===== src/sv/ssr_pkg.sv =====
// Package for the streaming substring replace block.
// Shared widths, register indexes and the job record passed from front to back.
package ssr_pkg;

    localparam int BYTE_W   = 8;
    localparam int SLOTS    = 8;
    localparam int WORD_W   = BYTE_W * SLOTS;
    localparam int LEN_W    = 4;
    localparam int IDX_W    = 3;
    localparam int CFG_IDX_W = 2;
    localparam int QDEPTH   = 4;
    localparam int QPTR_W   = 2;
    localparam int QCNT_W   = 3;

    typedef enum logic [CFG_IDX_W-1:0] {
        CFG_PATTERN_BYTES      = 2'd0,
        CFG_PATTERN_LENGTH     = 2'd1,
        CFG_REPLACEMENT_BYTES  = 2'd2,
        CFG_REPLACEMENT_LENGTH = 2'd3
    } t_cfg_idx;

    typedef struct packed {
        logic [WORD_W-1:0] data;
        logic [LEN_W-1:0]  n;
        logic              last;
    } t_job;

endpackage


===== src/sv/ssr_in_if.sv =====
// Input channel of the substring replace block: one source byte per transaction.
// Standalone; no package dependency.
interface ssr_in_if;
    logic       valid;
    logic       ready;
    logic [7:0] in_byte;
    logic       end_of_input;

    modport source (output valid, output in_byte, output end_of_input, input ready);
    modport sink   (input valid, input in_byte, input end_of_input, output ready);
endinterface


===== src/sv/ssr_out_if.sv =====
// Output channel of the substring replace block: one result byte per transaction.
// Standalone; no package dependency.
interface ssr_out_if;
    logic       valid;
    logic       ready;
    logic [7:0] out_byte;
    logic       byte_valid;
    logic       end_of_output;

    modport source (output valid, output out_byte, output byte_valid, output end_of_output,
                    input ready);
    modport sink   (input valid, input out_byte, input byte_valid, input end_of_output,
                    output ready);
endinterface


===== src/sv/ssr_front.sv =====
// Front end: configuration registers, pending window, pattern compare, job build.
// Depends on ssr_pkg.
module ssr_front
    import ssr_pkg::*;
#(
    parameter int MAX_PATTERN     = 8,
    parameter int MAX_REPLACEMENT = 8
) (
    input  logic                 i_clk,
    input  logic                 i_rst_n,
    input  logic                 i_cfg_we,
    input  logic [CFG_IDX_W-1:0] i_cfg_index,
    input  logic [WORD_W-1:0]    i_cfg_data,
    input  logic                 i_accept,
    input  logic [BYTE_W-1:0]    i_byte,
    input  logic                 i_last,
    output logic                 o_push,
    output t_job                 o_job
);

    localparam int WIN  = (MAX_PATTERN < SLOTS) ? MAX_PATTERN : SLOTS;
    localparam int RLIM = (MAX_REPLACEMENT < SLOTS) ? MAX_REPLACEMENT : SLOTS;
    localparam int CW   = $clog2(WIN + 1);
    localparam logic [LEN_W-1:0] PLIM = LEN_W'(WIN);
    localparam logic [LEN_W-1:0] RLEN_LIM = LEN_W'(RLIM);

    logic [WORD_W-1:0] r_pat, n_pat;
    logic [LEN_W-1:0]  r_plen_raw, n_plen_raw;
    logic [WORD_W-1:0] r_rep, n_rep;
    logic [LEN_W-1:0]  r_rlen_raw, n_rlen_raw;
    logic [CW-1:0]     r_cnt, n_cnt;
    logic [BYTE_W-1:0] r_win [WIN];
    logic [BYTE_W-1:0] n_win [WIN];

    logic [LEN_W-1:0]  plen, rlen, cnt_eff, cnt1;
    logic [BYTE_W-1:0] w_new [WIN];
    logic [WORD_W-1:0] flush;
    logic              full, match;

    always_comb begin
        plen = (r_plen_raw > PLIM) ? PLIM : r_plen_raw;
        rlen = (r_rlen_raw > RLEN_LIM) ? RLEN_LIM : r_rlen_raw;
        cnt_eff = (LEN_W'(r_cnt) >= plen) ? '0 : LEN_W'(r_cnt);
        cnt1 = cnt_eff + LEN_W'(1);
        full = (plen != '0) && (cnt1 == plen);
        flush = '0;
        match = 1'b1;
        for (int i = 0; i < WIN; i++) begin
            w_new[i] = (cnt_eff == LEN_W'(i)) ? i_byte : r_win[i];
            flush[BYTE_W*i +: BYTE_W] = w_new[i];
            if ((LEN_W'(i) < plen) && (w_new[i] != r_pat[BYTE_W*i +: BYTE_W])) begin
                match = 1'b0;
            end
        end
    end

    always_comb begin
        o_job.last = i_last;
        if (plen == '0) begin
            o_job.data = {{(WORD_W-BYTE_W){1'b0}}, i_byte};
            o_job.n    = LEN_W'(1);
        end else if (full && match) begin
            o_job.data = r_rep;
            o_job.n    = rlen;
        end else if (full) begin
            o_job.data = flush;
            o_job.n    = i_last ? plen : LEN_W'(1);
        end else begin
            o_job.data = flush;
            o_job.n    = i_last ? cnt1 : '0;
        end
        o_push = i_accept && ((o_job.n != '0) || i_last);
    end

    always_comb begin
        n_pat      = r_pat;
        n_plen_raw = r_plen_raw;
        n_rep      = r_rep;
        n_rlen_raw = r_rlen_raw;
        n_cnt      = r_cnt;
        n_win      = r_win;
        if (i_cfg_we) begin
            unique case (t_cfg_idx'(i_cfg_index))
                CFG_PATTERN_BYTES: begin
                    n_pat = i_cfg_data;
                end
                CFG_PATTERN_LENGTH: begin
                    n_plen_raw = i_cfg_data[LEN_W-1:0];
                    n_cnt      = '0;
                end
                CFG_REPLACEMENT_BYTES: begin
                    n_rep = i_cfg_data;
                end
                CFG_REPLACEMENT_LENGTH: begin
                    n_rlen_raw = i_cfg_data[LEN_W-1:0];
                end
                default: begin
                end
            endcase
        end else if (i_accept) begin
            if (i_last || (plen == '0) || (full && match)) begin
                n_cnt = '0;
            end else if (full) begin
                n_cnt = CW'(plen - LEN_W'(1));
            end else begin
                n_cnt = CW'(cnt1);
            end
            if (full && !match) begin
                for (int i = 0; i < WIN - 1; i++) begin
                    n_win[i] = w_new[i+1];
                end
                n_win[WIN-1] = w_new[WIN-1];
            end else begin
                n_win = w_new;
            end
        end
    end

    always_ff @(posedge i_clk) begin
        if (!i_rst_n) begin
            r_pat      <= '0;
            r_plen_raw <= '0;
            r_rep      <= '0;
            r_rlen_raw <= '0;
            r_cnt      <= '0;
        end else begin
            r_pat      <= n_pat;
            r_plen_raw <= n_plen_raw;
            r_rep      <= n_rep;
            r_rlen_raw <= n_rlen_raw;
            r_cnt      <= n_cnt;
        end
    end

    always_ff @(posedge i_clk) begin
        r_win <= n_win;
    end

endmodule


===== src/sv/ssr_queue.sv =====
// Job queue between front and back end, register based, first in first out.
// Depends on ssr_pkg.
module ssr_queue
    import ssr_pkg::*;
(
    input  logic i_clk,
    input  logic i_rst_n,
    input  logic i_push,
    input  t_job i_job,
    output logic o_full,
    input  logic i_pop,
    output t_job o_head,
    output logic o_nonempty
);

    t_job              r_mem [QDEPTH];
    logic [QPTR_W-1:0] r_wr, n_wr;
    logic [QPTR_W-1:0] r_rd, n_rd;
    logic [QCNT_W-1:0] r_cnt, n_cnt;
    logic              do_push, do_pop;

    assign o_full     = (r_cnt == QCNT_W'(QDEPTH));
    assign o_nonempty = (r_cnt != '0);
    assign o_head     = r_mem[r_rd];
    assign do_push    = i_push && !o_full;
    assign do_pop     = i_pop && o_nonempty;

    always_comb begin
        n_wr  = do_push ? r_wr + QPTR_W'(1) : r_wr;
        n_rd  = do_pop ? r_rd + QPTR_W'(1) : r_rd;
        n_cnt = r_cnt + QCNT_W'(do_push) - QCNT_W'(do_pop);
    end

    always_ff @(posedge i_clk) begin
        if (!i_rst_n) begin
            r_wr  <= '0;
            r_rd  <= '0;
            r_cnt <= '0;
        end else begin
            r_wr  <= n_wr;
            r_rd  <= n_rd;
            r_cnt <= n_cnt;
        end
    end

    always_ff @(posedge i_clk) begin
        if (do_push) begin
            r_mem[r_wr] <= i_job;
        end
    end

endmodule


===== src/sv/ssr_back.sv =====
// Back end: expands queued jobs into result bytes through an output register.
// Depends on ssr_pkg and ssr_out_if.
module ssr_back
    import ssr_pkg::*;
(
    input  logic        i_clk,
    input  logic        i_rst_n,
    input  t_job        i_head,
    input  logic        i_nonempty,
    output logic        o_pop,
    ssr_out_if.source   o_out
);

    logic [IDX_W-1:0]  r_idx, n_idx;
    logic              r_valid, n_valid;
    logic [BYTE_W-1:0] r_byte, n_byte;
    logic              r_bv, n_bv;
    logic              r_eoo, n_eoo;
    logic              can_load, load, item_final;

    always_comb begin
        can_load   = !r_valid || o_out.ready;
        load       = can_load && i_nonempty;
        item_final = ({1'b0, r_idx} + LEN_W'(1)) >= i_head.n;
        o_pop      = load && item_final;

        n_idx   = r_idx;
        n_valid = r_valid;
        n_byte  = r_byte;
        n_bv    = r_bv;
        n_eoo   = r_eoo;
        if (load) begin
            n_idx   = item_final ? '0 : r_idx + IDX_W'(1);
            n_valid = 1'b1;
            n_bv    = (i_head.n != '0);
            n_byte  = n_bv ? i_head.data[{r_idx, 3'b000} +: BYTE_W] : '0;
            n_eoo   = i_head.last && item_final;
        end else if (o_out.ready) begin
            n_valid = 1'b0;
        end
    end

    always_ff @(posedge i_clk) begin
        if (!i_rst_n) begin
            r_idx   <= '0;
            r_valid <= 1'b0;
        end else begin
            r_idx   <= n_idx;
            r_valid <= n_valid;
        end
    end

    always_ff @(posedge i_clk) begin
        r_byte <= n_byte;
        r_bv   <= n_bv;
        r_eoo  <= n_eoo;
    end

    assign o_out.valid         = r_valid;
    assign o_out.out_byte      = r_byte;
    assign o_out.byte_valid    = r_bv;
    assign o_out.end_of_output = r_eoo;

endmodule


===== src/sv/stream_substring_replace.sv =====
// Streaming substring replace, top level: front end, job queue, back end.
// Depends on ssr_pkg, ssr_in_if, ssr_out_if, ssr_front, ssr_queue, ssr_back.
//
//   channel   dir  handshake      payload
//   i_in      in   valid/ready    in_byte[7:0], end_of_input
//   o_out     out  valid/ready    out_byte[7:0], byte_valid, end_of_output
//   cfg       in   i_cfg_we       i_cfg_index[1:0], i_cfg_data[63:0]
//
// Input takes one byte per cycle while the 4-entry job queue has room.
// Output gives one result per cycle while ready and a job is queued; a match
// yields one result per replacement byte, the end of a string one per flushed byte
// (at most 8). A result passes through the job queue, then the output register.
// Reset is synchronous, active low; no clearing pass follows it.
module stream_substring_replace
    import ssr_pkg::*;
#(
    parameter int MAX_PATTERN     = 8,
    parameter int MAX_REPLACEMENT = 8
) (
    input  logic                 i_clk,
    input  logic                 i_rst_n,
    input  logic                 i_cfg_we,
    input  logic [CFG_IDX_W-1:0] i_cfg_index,
    input  logic [WORD_W-1:0]    i_cfg_data,
    ssr_in_if.sink               i_in,
    ssr_out_if.source            o_out
);

    logic accept, push, full, pop, nonempty;
    t_job job, head;

    assign i_in.ready = !full;
    assign accept     = i_in.valid && !full;

    ssr_front #(
        .MAX_PATTERN     (MAX_PATTERN),
        .MAX_REPLACEMENT (MAX_REPLACEMENT)
    ) u_front (
        .i_clk       (i_clk),
        .i_rst_n     (i_rst_n),
        .i_cfg_we    (i_cfg_we),
        .i_cfg_index (i_cfg_index),
        .i_cfg_data  (i_cfg_data),
        .i_accept    (accept),
        .i_byte      (i_in.in_byte),
        .i_last      (i_in.end_of_input),
        .o_push      (push),
        .o_job       (job)
    );

    ssr_queue u_queue (
        .i_clk      (i_clk),
        .i_rst_n    (i_rst_n),
        .i_push     (push),
        .i_job      (job),
        .o_full     (full),
        .i_pop      (pop),
        .o_head     (head),
        .o_nonempty (nonempty)
    );

    ssr_back u_back (
        .i_clk      (i_clk),
        .i_rst_n    (i_rst_n),
        .i_head     (head),
        .i_nonempty (nonempty),
        .o_pop      (pop),
        .o_out      (o_out)
    );

endmodule

===== src/flat_wrapper.sv =====
// flat-port wrapper written by rule: the top's interface ports become plain ports
module stream_substring_replace_flat import ssr_pkg::*;
#(
    parameter int MAX_PATTERN     = 8,
    parameter int MAX_REPLACEMENT = 8
)
  (i_clk, i_rst_n, i_cfg_we, i_cfg_index, i_cfg_data, i_in_valid, i_in_in_byte, i_in_end_of_input, i_in_ready, o_out_valid, o_out_out_byte, o_out_byte_valid, o_out_end_of_output, o_out_ready);
  ssr_in_if i_in_i ();
  ssr_out_if o_out_i ();
  input  logic i_clk;
  input  logic i_rst_n;
  input  logic i_cfg_we;
  input  logic [CFG_IDX_W-1:0] i_cfg_index;
  input  logic [WORD_W-1:0] i_cfg_data;
  input wire logic [$bits(i_in_i.valid)-1:0] i_in_valid;
  input wire logic [$bits(i_in_i.in_byte)-1:0] i_in_in_byte;
  input wire logic [$bits(i_in_i.end_of_input)-1:0] i_in_end_of_input;
  output wire logic [$bits(i_in_i.ready)-1:0] i_in_ready;
  output wire logic [$bits(o_out_i.valid)-1:0] o_out_valid;
  output wire logic [$bits(o_out_i.out_byte)-1:0] o_out_out_byte;
  output wire logic [$bits(o_out_i.byte_valid)-1:0] o_out_byte_valid;
  output wire logic [$bits(o_out_i.end_of_output)-1:0] o_out_end_of_output;
  input wire logic [$bits(o_out_i.ready)-1:0] o_out_ready;
  assign i_in_i.valid = i_in_valid;
  assign i_in_i.in_byte = i_in_in_byte;
  assign i_in_i.end_of_input = i_in_end_of_input;
  assign i_in_ready = i_in_i.ready;
  assign o_out_valid = o_out_i.valid;
  assign o_out_out_byte = o_out_i.out_byte;
  assign o_out_byte_valid = o_out_i.byte_valid;
  assign o_out_end_of_output = o_out_i.end_of_output;
  assign o_out_i.ready = o_out_ready;
  stream_substring_replace #(.MAX_PATTERN(MAX_PATTERN), .MAX_REPLACEMENT(MAX_REPLACEMENT)) u_core (.i_clk(i_clk), .i_rst_n(i_rst_n), .i_cfg_we(i_cfg_we), .i_cfg_index(i_cfg_index), .i_cfg_data(i_cfg_data), .i_in(i_in_i), .o_out(o_out_i));
endmodule

===== config.mk =====
export PLATFORM = sky130hd
export DESIGN_NAME = stream_substring_replace_flat
export DESIGN_NICKNAME = d
export VERILOG_FILES = /design/src/sv/ssr_pkg.sv /design/src/sv/ssr_in_if.sv /design/src/sv/ssr_out_if.sv /design/src/sv/ssr_front.sv /design/src/sv/ssr_queue.sv /design/src/sv/ssr_back.sv /design/src/sv/stream_substring_replace.sv /design/src/flat_wrapper.sv
export SDC_FILE = /design/constraint.sdc
export NUM_CORES = 1
export LEC_CHECK = 0
export ABC_AREA = 0
export BUFFER_PORTS_ARGS = -buffer_cell sky130_fd_sc_hd__buf_4
export CAP_MARGIN = 15
export CORE_ASPECT_RATIO = 1.1
export CORE_MARGIN = 4
export CORE_UTILIZATION = 29
export CTS_CLUSTER_DIAMETER = 200
export DETAILED_ROUTE_END_ITERATION = 12
export SETUP_SLACK_MARGIN = 0.4
export SYNTH_ARGS = -nofsm -noshare
export SYNTH_HDL_FRONTEND = slang
export SYNTH_HIERARCHICAL = 1
export SYNTH_SLANG_ARGS = --single-unit

===== constraint.sdc =====
create_clock -name i_clk -period 7.5 [get_ports i_clk]
set_clock_uncertainty 0.1 [all_clocks]
set_input_delay 1.5 -clock i_clk [delete_from_list [all_inputs] [get_ports i_clk]]
set_output_delay 1.5 -clock i_clk [all_outputs]
set_load 0.01 [all_outputs]

==> impl_results.rst, run 1 <==
.. list-table::
   :header-rows: 1

   * - Metric
     - Value
   * - Run status
     - finished, final reports clean
   * - Number of buffers inserted for hold repair after clock tree synthesis
     - 0
   * - Pin count of the biggest net entering global routing
     - 95
   * - TritonCTS buffer count
     - 54
   * - Yosys Warn Count
     - 6
   * - Clock-pin transition on the worst setup and hold timing paths
     - ~0.060 ns
   * - Via count of the first global-routing pass
     - 15361
   * - Port Buffer Count
     - 91
   * - Synth async-reset ratio
     - 0%
   * - Max Transition Viols Final
     - 0
   * - Overall overflow remaining after global route
     - 0
   * - Final setup slack of the worst path
     - roughly 0.84 ns
   * - Total wirelength of the detailed-routed design
     - about 65000 um
   * - Fraction of final layout cells sized beyond drive strength 1
     - 19.3%
   * - Synthesized instance count
     - 1857
   * - Number of detailed-routing iterations run before antenna repair
     - 8
   * - Final worst-path cycle share
     - roughly 90%
   * - Maximum clock rate
     - 150 MHz
   * - Placer's final routability congestion estimate
     - ~0.9
   * - Unrepaired setup endpoints after global routing
     - false
   * - Area of all placed cells without fillers
     - 27300 um2
   * - Layout area overhead
     - 15.5%
   * - Largest voltage drop on the vdd net
     - 0.152 mV
   * - Worst Tran Pin Value
     - around 1.2 ns
   * - Count of flip-flops with a built-in enable after synthesis
     - between 300 and 400
   * - Flip-flop and latch count after synthesis
     - 503
   * - Dpl cell area
     - roughly 25000 um2
   * - Slowest stage delay, CP
     - 0.49 ns
   * - Global-route wire length before repair
     - just under 100000 um
   * - Classification of the worst-slack hold path
     - reg -> reg
   * - Nature of the critical path startpoint
     - flop
   * - Library cell with the highest instance count after synthesis
     - edfxtp_1
   * - Area share of the largest cell type after synthesis
     - 44.5%
   * - Worst-Skew Late Latency
     - between 0.6 and 0.7 ns
   * - Synth area leaders
     - edfxtp_1 44%, dfxtp_1 13%, mux4_2 7.2%
   * - Most instantiated cells after synthesis
     - 350 x edfxtp_1, 285 x nand2_1, 153 x dfxtp_1
   * - Unique masters post-synth
     - 79
   * - Die area
     - 86100 um2
   * - Number of maximum-capacitance violations
     - 0
   * - Type of the setup path with the least slack
     - reg -> reg
   * - Global Route Usage Sum
     - between 10% and 20%
   * - Total DRC errors in the routed layout
     - 0
   * - Root buffer cell
     - clkbuf_16
   * - Dominant cell type by area after synthesis
     - edfxtp_1
   * - Number of vias per cell
     - 5.14
   * - Standard-cell row count
     - about 110
   * - Setup total negative slack
     - 0 ns
   * - IO Pins
     - 92
   * - CP Data Required Time
     - roughly 8 ns
   * - Die height
     - 307 um
   * - Starting density of the core
     - between 20% and 30%
   * - Static power due to leakage
     - between 9 and 10 nW
   * - Initial antenna violation count
     - 6
   * - Clock sink total
     - approximately 500
   * - Final setup violation count
     - 0
   * - Worst-path fanout max
     - 17
   * - Per-cell routed wire length
     - between 20 and 25 um
   * - Violation count after the first detailed-route iteration
     - approximately 1500
   * - Final nets
     - roughly 2000
   * - Number of H-tree levels
     - 2
   * - HPWL Detailed
     - between 40000 and 50000 um
   * - Die width
     - between 200 and 300 um
   * - Number of setup buffers added after CTS
     - 0
   * - Number of fillers in the final layout
     - 7815
   * - Final standard cell utilization of the core
     - between 30% and 40%
   * - Arrival time of data at the critical path endpoint
     - between 7 and 8 ns
   * - Floorplan core area
     - about 81000 um2
   * - Standard cell with the maximum stage delay on the critical path
     - nor4_4
   * - Final critical delay including setup and external delays
     - between 6 and 7 ns
   * - Syn nets
     - between 1500 and 2000
   * - Post-Syn Area per Cell
     - roughly 13 um2
   * - Most frequent cell on the critical path
     - inv_1
   * - Post-Place Setup Slack
     - between 0.6 and 0.7 ns
   * - Number of buffers on the longest clock path
     - 3
   * - Vias
     - 15446
   * - Leading register cell type out of synthesis
     - edfxtp_1
   * - Power density normalized to cell area
     - 276 nW/um2
   * - Number of antenna-violating nets in the routed design
     - 0
   * - Power consumption
     - 7.55 mW
   * - TritonCTS clock tree
     - done
   * - Max_slew headroom
     - between 10% and 20%
   * - Sequential cell area fraction in the yosys report
     - around 57%
   * - Critical Path End Type
     - flop
   * - Summed instance area of the synthesized netlist
     - around 24000 um2
   * - Final Hold Vio Count
     - 0
-- stage by stage --
step | std cells | hold WS [ns]
2_1_floorplan | 1857 | 0.343
3_3_place_gp | 2900 | 0.353
3_5_place_dp | 2900 | 0.360
4_1_cts | 3002 | 0.369
5_1_grt | 3002 | 0.387
6_report | 3006 | 0.366
-- area by class of cell --
| cell class | instances | area (um2) | share of cell area, % |
|---|---|---|---|
| flip-flops and latches | 503 | 13600 | 49.7 |
| multi-input cells | 1168 | 9290 | 34.0 |
| clock buffers | 69 | 1500 | 5.49 |
| well taps | 1054 | 1320 | 4.83 |
| repair buffers | 123 | 952 | 3.49 |
| clock inverters | 33 | 453 | 1.66 |
| inverters | 52 | 195 | 0.715 |
| diodes | 4 | 10.0 | 0.0367 |
-- power breakdown --
part           leakage [nW]  switching (mW)  internal [mW]
logic                  3.73           0.627          0.530
clock network         0.947            1.13           1.76
registers              4.50           0.187           3.31
-- final timing paths --
check,start,end,slack [ns],depth (start not counted)
worst max-delay path,u_core/u_front/r_plen_raw[3],u_core/u_queue/r_cnt[2],0.84,25
worst min-delay path,u_core/u_front/r_rep[25],u_core/u_front/r_rep[25],0.37,2
worst max register to register,u_core/u_front/r_plen_raw[3],u_core/u_queue/r_cnt[2],0.84,25
worst min register to register,u_core/u_front/r_rep[25],u_core/u_front/r_rep[25],0.37,2
-- layout by cell type (no fill, tap or decap), types with 13 or more instances in the layout --
master | netlist | final
edfxtp_1 | 350 | 350
a21boi_0 | 133 | 133
o221a_2 | 48 | 48
dfxtp_1 | 153 | 150
clkbuf_16 | 0 | 56
nor2b_1 | 23 | 22
xor2_1 | 31 | 31
buf_4 | 8 | 120
mux2i_1 | 92 | 92
nand2_1 | 285 | 285
a211oi_1 | 52 | 52
xnor2_1 | 66 | 66
or3_1 | 51 | 51
ha_1 | 19 | 19
a21oi_1 | 15 | 15
nand3_1 | 13 | 13
inv_1 | 51 | 51
mux4_2 | 76 | 76
nor2_1 | 96 | 94
nand4_1 | 14 | 14
-- worst max-delay path, delay by kind of cell (launching register included) --
family          cells  cell delay (ns)
fa+ha+maj           4             1.11
simple gates        8             2.31
flops               1             0.43
mux                 1             0.33
xor+xnor            2             0.27
buf+inv             6             0.86
compound gates      4             1.13
-- what timing repair did --
| item | in CTS | in global routing |
|---|---|---|
| setup endpoints to repair | 0 | 2 |
| hold endpoints to repair | 0 | 0 |
| resized for setup | 0 | 4 |
-- registers in the layout (all words and copies together), names as in the netlist, named ones only --
signal	cells
u_core/u_front/r_cnt	4
u_core/u_back/r_idx	3
u_core/u_queue/r_rd	2
u_core/u_queue/r_cnt	3
u_core/u_front/r_rlen_raw	4
u_core/u_front/r_pat	64
u_core/u_front/r_win	64
u_core/u_back/o_out.out_byte	8
u_core/u_front/r_rep	64
u_core/u_front/r_plen_raw	4
u_core/u_back/o_out.end_of_output	1
u_core/u_back/o_out.byte_valid	1
u_core/u_queue/r_mem	276
u_core/u_queue/r_wr	2
u_core/u_back/o_out.valid	1
-- cell families after synthesis --
family | Yosys count | share of synthesized area, %
XOR/XNOR | 97 | 3.59
buffers and inverters | 186 | 3.51
AND/OR/NAND/NOR | 539 | 10.4
flip-flops | 503 | 57.4
multiplexers | 185 | 12.7
AO/OA/AOI/OAI | 327 | 11.3
adder cells (fa/ha/maj) | 20 | 1.09
-- per-layer routing --
metal | track usage, % | share of wire, % | wire length, um
met1 | 20.4 | 44 | 28600
met2 | 24.3 | 48 | 31500
met3 | 2.78 | 6.3 | 4150
met4 | 3.30 | 1.9 | 1230
met5 | 0 | 0.026 | 17
(Power assumes the default switching activity.)
==> run 2: changes to the inputs <==
CORE_UTILIZATION = 30   (was 29)
==> impl_results.rst, run 2 (synthesis results as in run 1) <==
.. list-table::
   :header-rows: 1

   * - Metric
     - Value
   * - Die area
     - 83400 um2
   * - Type of the setup path with the least slack
     - reg -> reg
   * - Layout area overhead
     - 14.6%
   * - Comb power frac
     - between 10% and 20%
   * - Power density normalized to cell area
     - about 270 nW/um2
   * - Number of buffers inserted for hold repair after clock tree synthesis
     - 0
   * - Hold_sp
     - u_core/u_front/r_rep[2]
   * - Number of detailed-routing iterations run before antenna repair
     - 6
   * - Dpl cell area
     - between 20000 and 30000 um2
   * - Floorplan core area
     - 77800 um2
   * - Total DRC errors in the routed layout
     - 0
   * - Switching share of power
     - between 20% and 30%
   * - Clock network fraction of total power
     - 35.9%
   * - Per-cell routed wire length
     - between 20 and 25 um
   * - Area of all placed cells without fillers
     - 27100 um2
   * - Multi-input logic area
     - between 9000 and 10000 um2
   * - Worst r2r src
     - u_core/u_front/r_plen_raw[3]
   * - Seq pwr share
     - a little under half
   * - Maximum clock rate
     - roughly 150 MHz
   * - Number of fillers in the final layout
     - 7495
   * - Via count of the first global-routing pass
     - roughly 15000
   * - TritonCTS buffer count
     - between 50 and 60
   * - Number of instances resized during post-cts repair
     - 0
   * - Terminating pin of the worst hold path
     - u_core/u_front/r_rep[2]
   * - Total wirelength of the detailed-routed design
     - 64700 um
   * - Run status
     - finished, final reports clean
   * - Initial antenna violation count
     - 3
   * - Register cell area after layout
     - around 14000 um2
   * - Critical Path End Type
     - flop
   * - Number of setup buffers added after CTS
     - 0
   * - Static power due to leakage
     - a little over 9 nW
   * - Global Route Usage Sum
     - between 15 and 20%
   * - Number of flip-flops in the largest register
     - approximately 280
   * - Setup total negative slack
     - 0 ns
   * - Worst-Skew Late Latency
     - about 0.6 ns
   * - Nature of the critical path startpoint
     - flop
   * - Vias
     - between 15000 and 20000
   * - Worst setup slack for register-to-register paths
     - ~0.74 ns
   * - Final nets
     - about 2000
   * - Number of H-tree levels
     - 2
   * - Final setup violation count
     - 0
   * - Classification of the worst-slack hold path
     - reg -> reg
   * - Number of vias per cell
     - around 5.2
   * - CP Data Required Time
     - about 7.9 ns
   * - Port Buffer Count
     - 91
   * - Placer's final routability congestion estimate
     - roughly 0.9
   * - Die width
     - about 280 um
   * - Root buffer cell
     - clkbuf_16
   * - Number of maximum-capacitance violations
     - 0
   * - Most common cell after layout, fill and taps aside
     - edfxtp_1
   * - Die height
     - between 300 and 400 um
   * - Overall overflow remaining after global route
     - 0
   * - Violation count after the first detailed-route iteration
     - approximately 1500
   * - TritonCTS clock tree
     - done
   * - Worst-path fanout max
     - 8
   * - Final worst-path cycle share
     - 90.2%
   * - IO Pins
     - 92
   * - Worst Tran Pin Value
     - about 1.1 ns
   * - Internal Dissipation
     - 5.37 mW
   * - Count of cells along the worst hold path
     - 2
   * - Largest voltage drop on the vdd net
     - roughly 0.18 mV
   * - Max Transition Viols Final
     - 0
   * - Clock sink total
     - 503
   * - Number of cells on the worst reg-to-reg path
     - 25
   * - Fraction of final layout cells sized beyond drive strength 1
     - a little under a fifth
   * - Reg-to-Reg End
     - u_core/u_queue/r_cnt[2]
   * - Clock-pin transition on the worst setup and hold timing paths
     - 0.06 ns
   * - Starting density of the core
     - ~30%
   * - Number of buffers on the longest clock path
     - 3
   * - Global-route wire length before repair
     - a little under 100000 um
   * - Standard-cell row count
     - 107
   * - Final standard cell utilization of the core
     - about a third
   * - Top library cells by usage in the layout, fill and taps aside
     - 350 x edfxtp_1, 285 x nand2_1, 150 x dfxtp_1
   * - Final critical delay including setup and external delays
     - a little under 7 ns
   * - Max_slew headroom
     - between 20% and 30%
   * - Arrival time of data at the critical path endpoint
     - 7.18 ns
   * - Number of antenna-violating nets in the routed design
     - 0
   * - Unrepaired setup endpoints after global routing
     - false
   * - Pin count of the biggest net entering global routing
     - ~130
   * - HPWL Detailed
     - 43600 um
   * - P_sw
     - around 1.9 mW
   * - Largest register by flop count
     - u_core/u_queue/r_mem
   * - Worst Hold Margin
     - between 0.3 and 0.4 ns
   * - Final Hold Vio Count
     - 0
-- run 2: stage by stage --
stage,total power [mW],cells,worst slack (ns)
finish,7.28,2982,0.735
global route,7.59,2980,0.432
CTS,7.37,2980,0.479
detailed placement,4.74,2880,0.471
global placement,4.71,2880,0.673
floorplan,4.30,1857,0.953
-- run 2: final cells by class --
class | count | area share [%]
inverters | 52 | 0.721
clock buffers | 69 | 5.39
clock inverters | 31 | 1.03
well taps | 1035 | 4.78
multi-input cells | 1168 | 34.3
diodes | 2 | 0.0185
flip-flops and latches | 503 | 50.1
repair buffers | 122 | 3.61
-- run 2: power groups by stage --
stage | clock network [mW] | logic (mW) | registers [mW]
CTS | 2.68 | 1.20 | 3.49
global route | 2.80 | 1.27 | 3.51
detailed placement | 0 | 1.20 | 3.55
floorplan | 0 | 0.828 | 3.47
global placement | 0 | 1.18 | 3.53
finish | 2.62 | 1.18 | 3.49
-- run 2: worst max-delay path, cell delays in order, from the launching register on --
cell and delay, ns:
dfxtp_1 0.46, clkinv_1 0.27, nand2_1 0.18, inv_1 0.14, ha_1 0.31, nor3b_2 0.31
o211a_2 0.33, nor2b_4 0.30, mux2_1 0.37, a222oi_1 0.37, nand4_1 0.34, a21boi_1 0.56
o211ai_4 0.15, or2_2 0.34, a41oi_1 0.40, nor2b_1 0.19, buf_4 0.16, inv_1 0.05
ha_1 0.28, inv_1 0.05, ha_1 0.13, inv_1 0.05, fa_1 0.40, xnor2_1 0.15
xnor2_1 0.12, and2_1 0.15
-- run 2: worst max-delay path by stage --
| stage | slack (ns) | depth (start not counted) | from | to |
|---|---|---|---|---|
| 6_report | 0.74 | 25 | u_core/u_front/r_plen_raw[3] | u_core/u_queue/r_cnt[2] |
| 3_5_place_dp | 0.47 | 25 | u_core/u_front/r_plen_raw[3] | u_core/u_queue/r_cnt[2] |
| 2_1_floorplan | 0.95 | 14 | i_in_in_byte[0] | u_core/u_queue/r_mem[0][0] |
| 3_3_place_gp | 0.67 | 25 | u_core/u_front/r_plen_raw[3] | u_core/u_queue/r_cnt[2] |
| 5_1_grt | 0.43 | 26 | u_core/u_front/r_plen_raw[3] | u_core/u_queue/r_cnt[2] |
| 4_1_cts | 0.48 | 25 | u_core/u_front/r_plen_raw[3] | u_core/u_queue/r_cnt[2] |
-- run 2: metal layers --
| layer | track usage (%) | vias to the layer above | share of wire, % |
|---|---|---|---|
| met1 | 21.0 | 7823 | 45 |
| met3 | 2.63 | 72 | 5.5 |
| met2 | 25.2 | 474 | 48 |
| met5 | 0 | - | 0 |
| li1 | - | 7018 | - |
| met4 | 3.89 | 0 | 2.1 |
==> run 3: changes to the inputs <==
PLACE_DENSITY_LB_ADDON = 0.3   (was unset)
SLEW_MARGIN = 20   (was unset)
==> impl_results.rst, run 3 (synthesis results as in run 1) <==
.. list-table::
   :header-rows: 1

   * - Metric
     - Value
   * - Run status
     - finished, final reports clean
   * - Number of vias per cell
     - between 5 and 6
   * - Starting density of the core
     - a little under a third
   * - Clock sink total
     - 503
   * - Violation count after the first detailed-route iteration
     - about 1500
   * - Top library cells by usage in the layout, fill and taps aside
     - 350 x edfxtp_1, 285 x nand2_1, 150 x dfxtp_1
   * - Met2 wirelength from detailed routing
     - between 30000 and 40000 um
   * - Power consumption
     - approximately 7.5 mW
   * - Final nets
     - 2000
   * - Arrival time of data at the critical path endpoint
     - about 7 ns
   * - Post-Place Setup Slack
     - ~0.80 ns
   * - Register cell area after layout
     - roughly 14000 um2
   * - Final critical delay including setup and external delays
     - roughly 6.7 ns
   * - Max Transition Viols Final
     - 0
   * - Total wirelength of the detailed-routed design
     - between 60000 and 70000 um
   * - HPWL Detailed
     - around 44000 um
   * - Number of maximum-capacitance violations
     - 0
   * - TritonCTS clock tree
     - done
   * - Per-cell routed wire length
     - 22.1 um
   * - Overall overflow remaining after global route
     - 0
   * - CP Data Required Time
     - between 7 and 8 ns
   * - Critical Path End Type
     - flop
   * - Floorplan core area
     - between 70000 and 80000 um2
   * - Worst-Skew Late Latency
     - approximately 0.63 ns
   * - Count of buffering cells on the critical path with inverters included
     - 6
   * - TritonCTS buffer count
     - 54
   * - Worst-path fanout max
     - 7
   * - Highest routing layer actually used
     - met5
   * - Number of detailed-routing iterations run before antenna repair
     - 5
   * - Max_slew headroom
     - between 20% and 30%
   * - Number of fillers in the final layout
     - around 7500
   * - Number of buffers on the longest clock path
     - 3
   * - Total DRC errors in the routed layout
     - 0
   * - Slowest stage delay, CP
     - approximately 0.64 ns
   * - Top cell family by delay on the critical path
     - simple AND/OR/NAND/NOR gates
   * - Port Buffer Count
     - between 90 and 100
   * - Number of H-tree levels
     - 2
   * - Multi-input logic area
     - 9300 um2
   * - Global Route Usage Sum
     - approximately 16%
   * - Initial antenna violation count
     - 5
   * - IO Pins
     - slightly above 90
   * - Largest voltage drop on the vdd net
     - 0.173 mV
   * - Power density normalized to cell area
     - 275 nW/um2
   * - Standard-cell row count
     - roughly 110
   * - Static power due to leakage
     - 9.15 nW
   * - Root buffer cell
     - clkbuf_16
   * - Standard cell with the maximum stage delay on the critical path
     - nor2_1
   * - Number of flip-flops in the largest register
     - ~280
   * - Setup total negative slack
     - 0 ns
   * - Vias
     - roughly 15000
   * - Most frequent cell on the critical path
     - inv_1
   * - Global-route wire length before repair
     - 99200 um
   * - Worst setup slack for register-to-register paths
     - between 0.7 and 0.8 ns
   * - Placer's final routability congestion estimate
     - a little under 0.9
   * - Fraction of final layout cells sized beyond drive strength 1
     - around a fifth
   * - Most common cell after layout, fill and taps aside
     - edfxtp_1
   * - Layout area overhead
     - 15.2%
   * - Pin count of the biggest net entering global routing
     - 100
   * - Number of antenna-violating nets in the routed design
     - 0
   * - Classification of the worst-slack hold path
     - reg -> reg
   * - Die height
     - about 300 um
   * - Count of placed standard cells in the final layout, fillers left out
     - 2986
   * - Die area
     - between 80000 and 90000 um2
   * - Largest register by flop count
     - u_core/u_queue/r_mem
   * - Clock-pin transition on the worst setup and hold timing paths
     - 0.06 ns
   * - Dpl cell area
     - between 20000 and 30000 um2
   * - Die width
     - 276 um
   * - Instance count after placement with tap cells included
     - ~2900
   * - Unrepaired setup endpoints after global routing
     - false
   * - Nature of the critical path startpoint
     - flop
   * - Via count of the first global-routing pass
     - between 15000 and 20000
   * - Final Hold Vio Count
     - 0
   * - Number of setup buffers added after CTS
     - 0
   * - Maximum clock rate
     - about 150 MHz
   * - Metal1 wirelength
     - about 29000 um
   * - Worst Tran Pin Value
     - ~1.1 ns
   * - Type of the setup path with the least slack
     - reg -> reg
   * - Area of all placed cells without fillers
     - approximately 27000 um2
   * - Met3 layer wire length in the routed design
     - 3880 um
   * - Final setup violation count
     - 0
   * - Final worst-path cycle share
     - between 80% and 90%
   * - Final setup slack of the worst path
     - a little under 0.8 ns
[run 3: cell count changes in the layout (fill, tap and decap cells not counted), moves of 2 or more]
cell	change
clkbuf_1	+8
clkinv_1	-6
clkinv_2	-6
bufinv_16	+4
diode_2	+3
a211oi_1	-2
a211oi_2	+2
inv_16	+2
[run 3: per-layer routing]
| metal | vias up | track usage, % |
|---|---|---|
| met5 | - | 0 |
| met4 | 2 | 4.35 |
| met1 | 7832 | 21.4 |
| met2 | 451 | 25.7 |
| met3 | 114 | 2.94 |
| li1 | 7020 | - |
[run 3: power breakdown]
part	switching [mW]	leakage, nW	internal, mW
logic	0.638	3.73	0.535
clock network	1.13	0.921	1.70
registers	0.180	4.50	3.31
[run 3: timing repair]
item	4_1_cts	5_1_grt
gates resized for setup	0	1
endpoints found under the setup margin	0	1
hold buffers	0	0
[run 3: path summary, 6_finish.rpt]
path | from | to | depth (start not counted)
max | u_core/u_front/r_plen_raw[3] | u_core/u_queue/r_cnt[2] | 25
max reg2reg | u_core/u_front/r_plen_raw[3] | u_core/u_queue/r_cnt[2] | 25
min | u_core/u_front/r_rep[44] | u_core/u_front/r_rep[44] | 2
min reg2reg | u_core/u_front/r_rep[44] | u_core/u_front/r_rep[44] | 2
[run 3: cell type report]
cell class	instances	area share, %
flip-flops and latches	503	49.9
multi-input cells	1168	34.2
inverters	52	0.717
diodes	5	0.0459
repair buffers	121	3.52
clock inverters	23	1.34
clock buffers	79	5.61
well taps	1035	4.75
[run 3: worst register-to-register path, stage by stage (launching register included)]
cell and delay [ns]:
dfxtp_1 0.46, clkinv_1 0.26, nand2_1 0.16, inv_1 0.13, ha_1 0.31, nor3b_2 0.31
o21ai_2 0.18, nor2_1 0.64, mux2i_1 0.45, o221ai_1 0.19, or4_1 0.60, a21oi_1 0.26
o211ai_4 0.12, or2_2 0.34, a41oi_1 0.37, nor2b_1 0.18, buf_4 0.16, inv_1 0.05
ha_1 0.28, inv_1 0.05, ha_1 0.12, inv_1 0.05, fa_1 0.40, xnor2_1 0.15
xnor2_1 0.12, and2_1 0.15
[run 3: through the flow]
stage                     util [%]  hold WS (ns)
after floorplan                  -         0.343
after global placement        32.5         0.354
after detailed placement      32.5         0.359
after CTS                     35.0         0.368
after global routing          35.0         0.385
final                         35.0         0.367
